<file path="src/design/assert_macros.svh">
// assertion macros shared by the converter modules
`ifndef ASSERT_MACROS_SVH
`define ASSERT_MACROS_SVH

// property checked on every clock edge outside reset
`define HSL_ASSERT(lbl, prop, msg) \
  lbl: assert property (@(posedge clk) disable iff (!rst_n) (prop)) else $error(msg);

// implication checked on every clock edge outside reset
`define HSL_ASSERT_IMP(lbl, ante, cons, msg) \
  lbl: assert property (@(posedge clk) disable iff (!rst_n) (ante) |-> (cons)) else $error(msg);

// next-cycle implication checked outside reset
`define HSL_ASSERT_NEXT(lbl, ante, cons, msg) \
  lbl: assert property (@(posedge clk) disable iff (!rst_n) (ante) |=> (cons)) else $error(msg);

`endif

</file>
<file path="src/design/hsl_pkg.sv">
// shared types, constants and helper functions for the hsl to rgb converter
package hsl_pkg;

  localparam int unsigned CFG_IDX_W = 8;
  localparam int unsigned REG_W     = 17;
  localparam int unsigned POS_W     = 19;

  localparam logic [CFG_IDX_W-1:0] CFG_SAT_IDX   = 8'd0;
  localparam logic [CFG_IDX_W-1:0] CFG_LIGHT_IDX = 8'd1;

  localparam logic [REG_W-1:0] SAT_RESET   = 17'd55706;
  localparam logic [REG_W-1:0] LIGHT_RESET = 17'd49152;
  localparam logic [REG_W-1:0] Q_ONE       = 17'd65536;
  localparam logic [REG_W-1:0] HALF_Q      = 17'd32768;

  localparam logic [POS_W-1:0] SIXTH6      = 19'd65536;
  localparam logic [POS_W-1:0] HALF_TURN6  = 19'd196608;
  localparam logic [POS_W-1:0] TWO_THIRDS6 = 19'd262144;
  localparam logic [POS_W-1:0] THIRD6      = 19'd131072;
  localparam logic [POS_W-1:0] TURN6       = 19'd393216;

  typedef struct packed {
    logic en3;
    logic en4;
  } hsl_chan_en_t;

  function automatic logic [REG_W-1:0] sat_clamp(input logic [REG_W-1:0] v);
    sat_clamp = (v > Q_ONE) ? Q_ONE : v;
  endfunction

  // slope factor of the hue ramp: v = p*65536 + (q-p)*m
  function automatic logic [REG_W-1:0] ramp_mult(input logic [POS_W-1:0] t6);
    logic [POS_W-1:0] fall;
    fall = TWO_THIRDS6 - t6;
    if (t6 < SIXTH6) begin
      ramp_mult = t6[REG_W-1:0];
    end else if (t6 < HALF_TURN6) begin
      ramp_mult = Q_ONE;
    end else if (t6 < TWO_THIRDS6) begin
      ramp_mult = fall[REG_W-1:0];
    end else begin
      ramp_mult = '0;
    end
  endfunction

  // add an offset below one turn and wrap modulo one turn
  function automatic logic [POS_W-1:0] wrap_add(input logic [POS_W-1:0] a,
                                                input logic [POS_W-1:0] b);
    logic [POS_W:0] sum;
    sum = {1'b0, a} + {1'b0, b};
    if (sum >= {1'b0, TURN6}) begin
      sum = sum - {1'b0, TURN6};
    end
    wrap_add = sum[POS_W-1:0];
  endfunction

endpackage

</file>
<file path="src/design/hsl_cfg.sv">
// configuration registers for saturation and lightness
`include "assert_macros.svh"
module hsl_cfg
  import hsl_pkg::*;
(
  input  logic                 clk,
  input  logic                 rst_n,
  input  logic                 cfg_valid,
  output logic                 cfg_ready,
  input  logic [CFG_IDX_W-1:0] cfg_index,
  input  logic [REG_W-1:0]     cfg_data,
  output logic [REG_W-1:0]     sat_o,
  output logic [REG_W-1:0]     light_o
);

  logic [REG_W-1:0] sat_r;
  logic [REG_W-1:0] sat_nxt;
  logic [REG_W-1:0] light_r;
  logic [REG_W-1:0] light_nxt;

  assign cfg_ready = 1'b1;

  always_comb begin
    sat_nxt   = sat_r;
    light_nxt = light_r;
    if (cfg_valid) begin
      case (cfg_index)
        CFG_SAT_IDX:   sat_nxt   = cfg_data;
        CFG_LIGHT_IDX: light_nxt = cfg_data;
        default: begin
          sat_nxt   = sat_r;
          light_nxt = light_r;
        end
      endcase
    end
  end

  always_ff @(posedge clk) begin
    if (!rst_n) begin
      sat_r   <= SAT_RESET;
      light_r <= LIGHT_RESET;
    end else begin
      sat_r   <= sat_nxt;
      light_r <= light_nxt;
    end
  end

  assign sat_o   = sat_clamp(sat_r);
  assign light_o = sat_clamp(light_r);

  `HSL_ASSERT_NEXT(a_sat_write, cfg_valid && cfg_ready && cfg_index == CFG_SAT_IDX, sat_r == $past(cfg_data), "saturation write lost")
  `HSL_ASSERT_NEXT(a_light_write, cfg_valid && cfg_ready && cfg_index == CFG_LIGHT_IDX, light_r == $past(cfg_data), "lightness write lost")
  `HSL_ASSERT_NEXT(a_bad_index, cfg_valid && cfg_index != CFG_SAT_IDX && cfg_index != CFG_LIGHT_IDX, $stable(sat_r) && $stable(light_r), "write to unknown index changed a register")

endmodule

</file>
<file path="src/design/hsl_chan.sv">
// per-channel ramp evaluation and scaling to 8 bits, two pipeline stages
module hsl_chan
  import hsl_pkg::*;
(
  input  logic               clk,
  input  hsl_chan_en_t       en,
  input  logic [REG_W-1:0]   p_i,
  input  logic [REG_W:0]     d_i,
  input  logic [REG_W-1:0]   m_i,
  output logic [7:0]         chan_o
);

  logic [35:0] v_r;
  logic [35:0] v_nxt;
  logic [34:0] prod;
  logic [7:0]  chan_r;
  logic [7:0]  chan_nxt;
  logic [43:0] scaled;
  logic [11:0] whole;

  always_comb begin
    prod  = {17'd0, d_i} * {18'd0, m_i};
    v_nxt = {3'd0, p_i, 16'd0} + {1'b0, prod};
  end

  // floor(v*255 / 2^32) with clamp
  always_comb begin
    scaled = {v_r, 8'd0} - {8'd0, v_r};
    whole  = scaled[43:32];
    if (whole > 12'd255) begin
      chan_nxt = 8'hff;
    end else begin
      chan_nxt = whole[7:0];
    end
  end

  always_ff @(posedge clk) begin
    if (en.en3) begin
      v_r <= v_nxt;
    end
    if (en.en4) begin
      chan_r <= chan_nxt;
    end
  end

  assign chan_o = chan_r;

endmodule

</file>
<file path="src/design/hsl_to_rgb_converter.sv">
// top level of the hsl to rgb converter: front stages and pipeline control
//
// usage:
//   in_valid/in_ready carry one hue beat (in_hue, a 16-bit fraction of a turn)
//   out_valid/out_ready carry one rgb beat (out_red, out_green, out_blue)
//   cfg_valid/cfg_ready write saturation (index 0) or lightness (index 1),
//   17-bit values where 65536 is full scale; larger values act as 65536;
//   cfg_ready is always high, write only while no beat is in flight
// timing:
//   four register stages; a hue accepted into stage one passes through stages
//   two and three and raises out_valid when it reaches stage four;
//   one beat per cycle sustained while out_ready stays high, with one
//   18x17 multiplier per channel in stage three
// reset:
//   rst_n low at a clock edge empties the pipeline and restores saturation
//   55706 and lightness 49152
// stalls:
//   while out_ready is low the output beat holds; each stage keeps taking
//   beats until it is full, then in_ready drops; nothing is lost or repeated
`include "assert_macros.svh"
module hsl_to_rgb_converter
  import hsl_pkg::*;
(
  input  logic                 clk,
  input  logic                 rst_n,
  input  logic                 in_valid,
  output logic                 in_ready,
  input  logic [15:0]          in_hue,
  output logic                 out_valid,
  input  logic                 out_ready,
  output logic [7:0]           out_red,
  output logic [7:0]           out_green,
  output logic [7:0]           out_blue,
  input  logic                 cfg_valid,
  output logic                 cfg_ready,
  input  logic [CFG_IDX_W-1:0] cfg_index,
  input  logic [REG_W-1:0]     cfg_data
);

  logic [REG_W-1:0] sat;
  logic [REG_W-1:0] light;

  logic v1_r, v2_r, v3_r, v4_r;
  logic en1, en2, en3, en4;
  hsl_chan_en_t chan_en;

  // stage 1
  logic [POS_W-1:0] h6;
  logic [POS_W-1:0] t_red_r, t_grn_r, t_blu_r;
  logic [33:0]      prod_r;
  logic [REG_W-1:0] l1_r;
  logic [REG_W-1:0] s1_r;

  // stage 2
  logic [17:0]      ls_hi;
  logic [POS_W-1:0] q_raw;
  logic [POS_W-1:0] two_l;
  logic [POS_W-1:0] q_nxt;
  logic [POS_W-1:0] p_nxt;
  logic [POS_W-1:0] d_nxt;
  logic [REG_W:0]   q_r;
  logic [REG_W-1:0] p_r;
  logic [REG_W:0]   d_r;
  logic [REG_W-1:0] m_red_r, m_grn_r, m_blu_r;

  hsl_cfg u_cfg (
    .clk       (clk),
    .rst_n     (rst_n),
    .cfg_valid (cfg_valid),
    .cfg_ready (cfg_ready),
    .cfg_index (cfg_index),
    .cfg_data  (cfg_data),
    .sat_o     (sat),
    .light_o   (light)
  );

  // stall chain, bubbles collapse
  assign en4      = ~v4_r | out_ready;
  assign en3      = ~v3_r | en4;
  assign en2      = ~v2_r | en3;
  assign en1      = ~v1_r | en2;
  assign in_ready = en1;
  assign out_valid = v4_r;
  assign chan_en.en3 = en3;
  assign chan_en.en4 = en4;

  always_ff @(posedge clk) begin
    if (!rst_n) begin
      v1_r <= 1'b0;
      v2_r <= 1'b0;
      v3_r <= 1'b0;
      v4_r <= 1'b0;
    end else begin
      if (en1) v1_r <= in_valid;
      if (en2) v2_r <= v1_r;
      if (en3) v3_r <= v2_r;
      if (en4) v4_r <= v3_r;
    end
  end

  // hue positions in sixths of a turn
  assign h6 = {1'b0, in_hue, 2'b00} + {2'b00, in_hue, 1'b0};

  always_ff @(posedge clk) begin
    if (en1) begin
      t_red_r <= wrap_add(h6, THIRD6);
      t_grn_r <= h6;
      t_blu_r <= wrap_add(h6, TURN6 - THIRD6);
      prod_r  <= light * sat;
      l1_r    <= light;
      s1_r    <= sat;
    end
  end

  // q and p
  always_comb begin
    ls_hi = prod_r[33:16];
    two_l = {1'b0, l1_r, 1'b0};
    if (l1_r < HALF_Q) begin
      q_raw = {2'b00, l1_r} + {1'b0, ls_hi};
    end else begin
      q_raw = {2'b00, l1_r} + {2'b00, s1_r} - {1'b0, ls_hi};
    end
    q_nxt = (q_raw > two_l) ? two_l : q_raw;
    if (q_nxt < {2'b00, l1_r}) begin
      q_nxt = {2'b00, l1_r};
    end
    p_nxt = two_l - q_nxt;
    d_nxt = q_nxt - p_nxt;
  end

  always_ff @(posedge clk) begin
    if (en2) begin
      q_r     <= q_nxt[REG_W:0];
      p_r     <= p_nxt[REG_W-1:0];
      d_r     <= d_nxt[REG_W:0];
      m_red_r <= ramp_mult(t_red_r);
      m_grn_r <= ramp_mult(t_grn_r);
      m_blu_r <= ramp_mult(t_blu_r);
    end
  end

  hsl_chan u_red (
    .clk    (clk),
    .en     (chan_en),
    .p_i    (p_r),
    .d_i    (d_r),
    .m_i    (m_red_r),
    .chan_o (out_red)
  );

  hsl_chan u_green (
    .clk    (clk),
    .en     (chan_en),
    .p_i    (p_r),
    .d_i    (d_r),
    .m_i    (m_grn_r),
    .chan_o (out_green)
  );

  hsl_chan u_blue (
    .clk    (clk),
    .en     (chan_en),
    .p_i    (p_r),
    .d_i    (d_r),
    .m_i    (m_blu_r),
    .chan_o (out_blue)
  );

  `HSL_ASSERT_IMP(a_ready_when_drained, !out_valid, in_ready, "input stalled with empty output")
  `HSL_ASSERT_IMP(a_p_below_q, v3_r, {1'b0, p_r} <= q_r, "p above q")
  `HSL_ASSERT_NEXT(a_stage_advance, v3_r && en3, v4_r, "beat dropped between stage three and four")

endmodule

</file>
<file path="config.mk">
export PLATFORM = sky130hd
export DESIGN_NAME = hsl_to_rgb_converter
export DESIGN_NICKNAME = d
export VERILOG_FILES = /design/src/design/hsl_pkg.sv /design/src/design/hsl_cfg.sv /design/src/design/hsl_chan.sv /design/src/design/hsl_to_rgb_converter.sv
export VERILOG_INCLUDE_DIRS = /design/src /design/src/design
export SDC_FILE = /design/constraint.sdc
export NUM_CORES = 2
export LEC_CHECK = 0
export ABC_AREA = 1
export BUFFER_PORTS_ARGS = -buffer_cell sky130_fd_sc_hd__buf_4
export CAP_MARGIN = 15
export CORE_UTILIZATION = 60
export CTS_CLUSTER_DIAMETER = 30
export CTS_CLUSTER_SIZE = 25
export DETAILED_ROUTE_END_ITERATION = 16
export MAX_ROUTING_LAYER = met4
export PLACE_DENSITY = 0.8
export SETUP_SLACK_MARGIN = 0.4
export SYNTH_ARGS = -nofsm -noshare
export SYNTH_HDL_FRONTEND = slang
export SYNTH_SLANG_ARGS = --single-unit
</file>
<file path="constraint.sdc">
create_clock -name clk -period 19.6 [get_ports clk]
set_input_delay 3.92 -clock clk [delete_from_list [all_inputs] [get_ports clk]]
set_output_delay 3.92 -clock clk [all_outputs]
set_load 0.02 [all_outputs]
</file>
After elaboration in Yosys (flattened, before gate mapping). Index checks and enable logic that the tools add are counted.

$add $sub $neg: 19. Multiply operators: 4. $lt $le $gt $ge: 19. Equal/unequal tests: 1. Mux-type cells: 16. Bitwise logic cells: 8. Reduce and logical (&&, ||, !) cells: 3.

Operator list (count): $mux 17 (11); $sub 44x36->44 (3); $add 33x35->36 (3); $mul 18x17->35 (3); $mux 19 (4); $lt 19x17->1 const B (3); $lt 19x18->1 const B (3); $lt 19x19->1 const B (3); $sub 1x17->17 const A (3); $ge 20x19->1 const B (2); $sub 19x19->19 const B (2); $gt 12x8->1 const B (3); $sub 18x18->18 (2); $gt 17x17->1 const B (2); $mul 17x17->34 (1); $add 19x18->20 const B (1); $add 19x19->20 const B (1); $add 17x18->19 (1); $add 18x17->19 (1); $gt 19x18->1 (1); $lt 19x17->1 (1); $sub 18x18->19 (1); $add 17x17->18 (1); $mux 18 (1); 6 further kinds (13).

Register bits: 381. Bits of input ports: 46. Output and inout bits: 27. Word-level logic and storage cells: 93.

Longest topological paths before layout.
Depth in word-level cells: 9. Mapped depth: 66.

Cells and area by module. Synthesis repeated with hierarchy kept, for this count alone.

Cell total of the unflattened synthesis: 8943. Area total of the unflattened synthesis: 67546.0 sq um.

Modules (own cells, without submodules): hsl_chan (u_blue ...) (instances 2, cells each 2047, area an instance 14919.3 sq um, seq. area each 1321.3 sq um); hsl_to_rgb_converter (instances 1, cells each 2506, area an instance 20930.1 sq um, seq. area each 4734.5 sq um); hsl_chan (u_red) (instances 1, cells each 2039, area an instance 14911.8 sq um, seq. area each 1321.3 sq um); hsl_cfg (instances 1, cells each 304, area an instance 1865.5 sq um, seq. area each 680.7 sq um).

Least setup slack after synthesis. Ideal clock, no wire load.

Path kind: input-to-output. Start: input out_ready. End: output in_ready. Arrival time: 8.610 ns. Slack: 7.070 ns. Stages on the path: 6. Buffers on the path: 0. Path through: nor2_1 > inv_1 > nor2_1 > inv_1 > nor2_1 > nand2_1.

Word-level cells in the longest chain between the ends: 4.

RTL lines: start, declared (line hsl_to_rgb_converter.sv:30) `input logic out_ready,`; $or 1x1->1 (line hsl_to_rgb_converter.sv:78) `assign en4 = ~v4_r | out_ready;`; via en4 (line hsl_to_rgb_converter.sv:44) `logic en1, en2, en3, en4;`; $or 1x1->1 (line hsl_to_rgb_converter.sv:79) `assign en3 = ~v3_r | en4;`; via en3 (line hsl_to_rgb_converter.sv:44); $or 1x1->1 (line hsl_to_rgb_converter.sv:80) `assign en2 = ~v2_r | en3;`; $or 1x1->1 (line hsl_to_rgb_converter.sv:81) `assign en1 = ~v1_r | en2;`; end, declared (line hsl_to_rgb_converter.sv:27) `output logic in_ready,`.

The timed path passes the listed nets, and every way through them passes these cells.

Worst setup path after layout.
Start: register l1_r[4]. End: register d_r[17] (data pin).

Word-level cells in the longest chain between the ends: 9. Elaborated cells on any way between the ends: 11. Those cells by class: 5 x add/sub; 3 x order compare; 3 x mux.

RTL lines: start, declared (line hsl_to_rgb_converter.sv:51) `logic [REG_W-1:0] l1_r;`; start signal, assigned (line hsl_to_rgb_converter.sv:110) `l1_r <= light;`; $add 17x17->18 (line hsl_to_rgb_converter.sv:122) `q_raw = {2'b00, l1_r} + {2'b00, s1_r} - {1'b0, ls_hi};`; $sub 18x18->19 (line hsl_to_rgb_converter.sv:122); $mux 19 (line hsl_to_rgb_converter.sv:119) `if (l1_r < HALF_Q) begin`; $gt 19x18->1 (line hsl_to_rgb_converter.sv:124) `q_nxt = (q_raw > two_l) ? two_l : q_raw;`; $mux 19 (line hsl_to_rgb_converter.sv:124); $lt 19x17->1 (line hsl_to_rgb_converter.sv:125) `if (q_nxt < {2'b00, l1_r}) begin`; $mux 18 (line hsl_to_rgb_converter.sv:125); $sub 18x18->18 (line hsl_to_rgb_converter.sv:128) `p_nxt = two_l - q_nxt;`; $sub 18x18->18 * (line hsl_to_rgb_converter.sv:129) `d_nxt = q_nxt - p_nxt;`; via d_nxt[17] (line hsl_to_rgb_converter.sv:60) `logic [POS_W-1:0] d_nxt;`; end signal, assigned (line hsl_to_rgb_converter.sv:136) `d_r <= d_nxt[REG_W:0];`; end, declared (line hsl_to_rgb_converter.sv:63) `logic [REG_W:0] d_r;`.

Mark *: on every way through the listed nets, which the timed path passes. The rest lies on a longest branch. A chain may end at the register's enable or synchronous reset.

==> results.cfg <==
[floorplan]
die_y_um = 315
dieArea_um2 = 99100
initial_core_util = 0.606
num_rows = 114
die_w_um = 315
fp.coreArea_um2 = 96900
io_pins = 73

[grt]
grt_use_total = 0.329
grt_pass1_wl_um = 250000
grt_max_degree = 83
grt_pass1_vias = 49562
grt.overflow.total = 0
antenna_found_initial = 1

[clocking]
cts_resized = 0
cts_hold_buffers = 0
clk_pin_slew_ns = 0.04
cts_tree = built
cts_buffers = 83
clockBufferDepth = 3
clock-sinks = 319
insertion_delay_ns = 0.69
postCtsSetupRepairBufs = 0
h-tree-depth = 3
clockRootBuffer = clkbuf_16

[timing]
finalWorstSetupSlack_ns = 9.01
finalMaxSlewViolations = 0
grt_setup_unrepaired = no
max_freq_mhz = 94.5
fin_crit_sh = 0.540
skew_ns = 0.0433
finalSetupViolCount = 0
worst_pin_slew_ns = 1.12
tns_ns = 0
slew_headroom = 0.252
fin_crit_ns = 10.59
hold_viol_final = 0

[yosys]
netlist_instances = 7105
avgSynthCellArea_um2 = 8.26
async_flop_share = 0
synth_cell_types = 68
synth_top_flop_cell = edfxtp_1
synth_compound_area_frac = 0.0725
ys_warn_count = 0
netlist_area_um2 = 58700
synth_top_family_by_area = adder cells
synth-edff-count = 281
synth_xor_area_frac = 0.0286
synthMuxAreaShare = 0.000341
ys_seq_area_frac = 0.157
yosys.area_share.simple = 0.143
ys_ff_latch = 319
synthAdderAreaFrac = 0.463

[worst_setup_path]
required_ns = 20.04
crit_fanout = 33
r2r-end = d_r[17]
r2r_start = l1_r[4]
crit_path_end_kind = flop
rr_worst_depth = 61
arrival_ns = 11.02
crit_family = simple AND/OR/NAND/NOR gates
criticalPathCategory = reg -> reg
cp_slowest_cell = fa_1
crit_buf_inv = 9
r2r_setup_slack_ns = 9.01
critPathLaunchType = flop
critPathMostFrequentCell = nand2_1
cp_slowest_stage_delay_ns = 0.53

[finish]
syn_to_final_growth_pct = 7.91
multi_input_area_um2 = 41600
fill_cells = 7850
regArea_um2 = 9200
nNetsFinal = 8730
final_util = 0.654
drive_gt1_frac = 0.0417

[status]
violations = DRC
outcome = finished with violations

[routing]
wl_um = 151000
wire_per_inst_um = 18.0
drc_errors = 8
ant_nets = 0
vias = 46603
drtIter0Drc = 3721
viasPerCell = 5.53
firstDrtPassIters = 13

[min_path]
holdPathEnd = u_cfg.light_r[12]
whs_path_depth = 2
min_from = u_cfg.light_r[12]
hold_path.class = reg -> reg

[placed_design]
dpl_worst_slack_ns = 9.22
portBuffers = 71
gp_congestion = 0.952
dp_hpwl_um = 117000

[run]
cap_viol_max_count = 0
==> worst min-delay path: stages, from the launching register on <==
cell and delay, ns:
dfxtp_1 0.30, inv_1 0.06, a21oi_1 0.05
==> cells in the final DEF, fill, tap and decap left out, types with 13 or more instances in the layout <==
| cell | instances |
|---|---|
| a21boi_1 | 13 |
| a21o_1 | 19 |
| a21oi_1 | 329 |
| a31oi_1 | 27 |
| buf_4 | 102 |
| bufinv_16 | 15 |
| clkbuf_16 | 84 |
| conb_1 | 31 |
| dfxtp_1 | 38 |
| edfxtp_1 | 281 |
| fa_1 | 947 |
| ha_1 | 656 |
| inv_1 | 1865 |
| nand2_1 | 1547 |
| nand3_1 | 99 |
| nand4_1 | 24 |
| nor2_1 | 363 |
| nor3_1 | 30 |
| nor4_1 | 22 |
| o21a_1 | 16 |
| o21ai_0 | 181 |
| o21ai_1 | 26 |
| o21bai_1 | 19 |
| o22ai_1 | 43 |
| xnor2_1 | 56 |
| xor2_1 | 132 |
==> routing by layer <==
layer	GRT usage	wire, um	up-vias
met5	-	0	-
met4	0.130	6230	0
met2	0.532	71700	2079
met1	0.403	59000	22707
met3	0.0721	14300	469
li1	-	-	21348
==> synth_stat cells, types with 30 or more instances <==
master,n,share of area
xnor2_1,56,0.0084
xor2_1,132,0.020
o22ai_1,43,0.0046
dfxtp_1,38,0.013
nand2_1,1548,0.099
ha_1,656,0.14
nand3_1,99,0.0084
o21ai_0,181,0.015
fa_1,947,0.32
clkbuf_1,210,0.013
edfxtp_1,281,0.14
nor2_1,363,0.023
nor3_1,30,0.0026
inv_1,1867,0.12
a21oi_1,329,0.028
==> through the flow <==
stage	cells	hold WS (ns)	cell area, um^2
after global routing	8427	0.509	63300
after CTS	8425	0.470	63300
after floorplan	7134	0.435	58800
after detailed placement	8272	0.446	60300
final	8428	0.470	63300
after global placement	8272	0.454	60300
==> state kept, by name, summed over array words and instances, names as in the netlist, 17 cells and up <==
register / cells
t_grn_r: 18
l1_r: 17
u_cfg.sat_r: 17
u_red.v_r: 34
s1_r: 17
u_cfg.light_r: 17
prod_r: 18
u_blue.v_r: 34
d_r: 17
u_green.v_r: 34
p_r: 17
==> area by class of cell <==
class,count,share of cell area
multi-input combinational,4697,0.658
sequential,319,0.145
inverter,1878,0.111
clock buffer,92,0.0338
tap,1276,0.0252
clock inverter,61,0.0145
timing repair buffer,102,0.0121
antenna,3,0.000119
==> worst max-delay path by stage <==
| stage | endpoint | cells after the start | start |
|---|---|---|---|
| final | d_r[17] | 61 | l1_r[4] |
| after global routing | d_r[17] | 55 | l1_r[7] |
| after CTS | d_r[17] | 62 | l1_r[7] |
| after detailed placement | d_r[17] | 62 | l1_r[4] |
| after global placement | d_r[17] | 62 | l1_r[4] |
| after floorplan | in_ready | 6 | out_ready |
==> logic make-up (layout without fill, tap and decap cells) <==
family / count (synthesis) / in the layout
AOI/OAI and AO/OA: 747 / 747
adders and majority gates: 1603 / 1603
other: 2 / 34
muxes: 2 / 2
DFF: 319 / 319
and+or+nand+nor: 2124 / 2124
xor gates and xnor gates: 190 / 190
buffers and inverters: 2118 / 2133
Power is left out: the tool's default activity adds up to more than one toggle a clock period on the data nets, which glitch-free logic cannot reach.
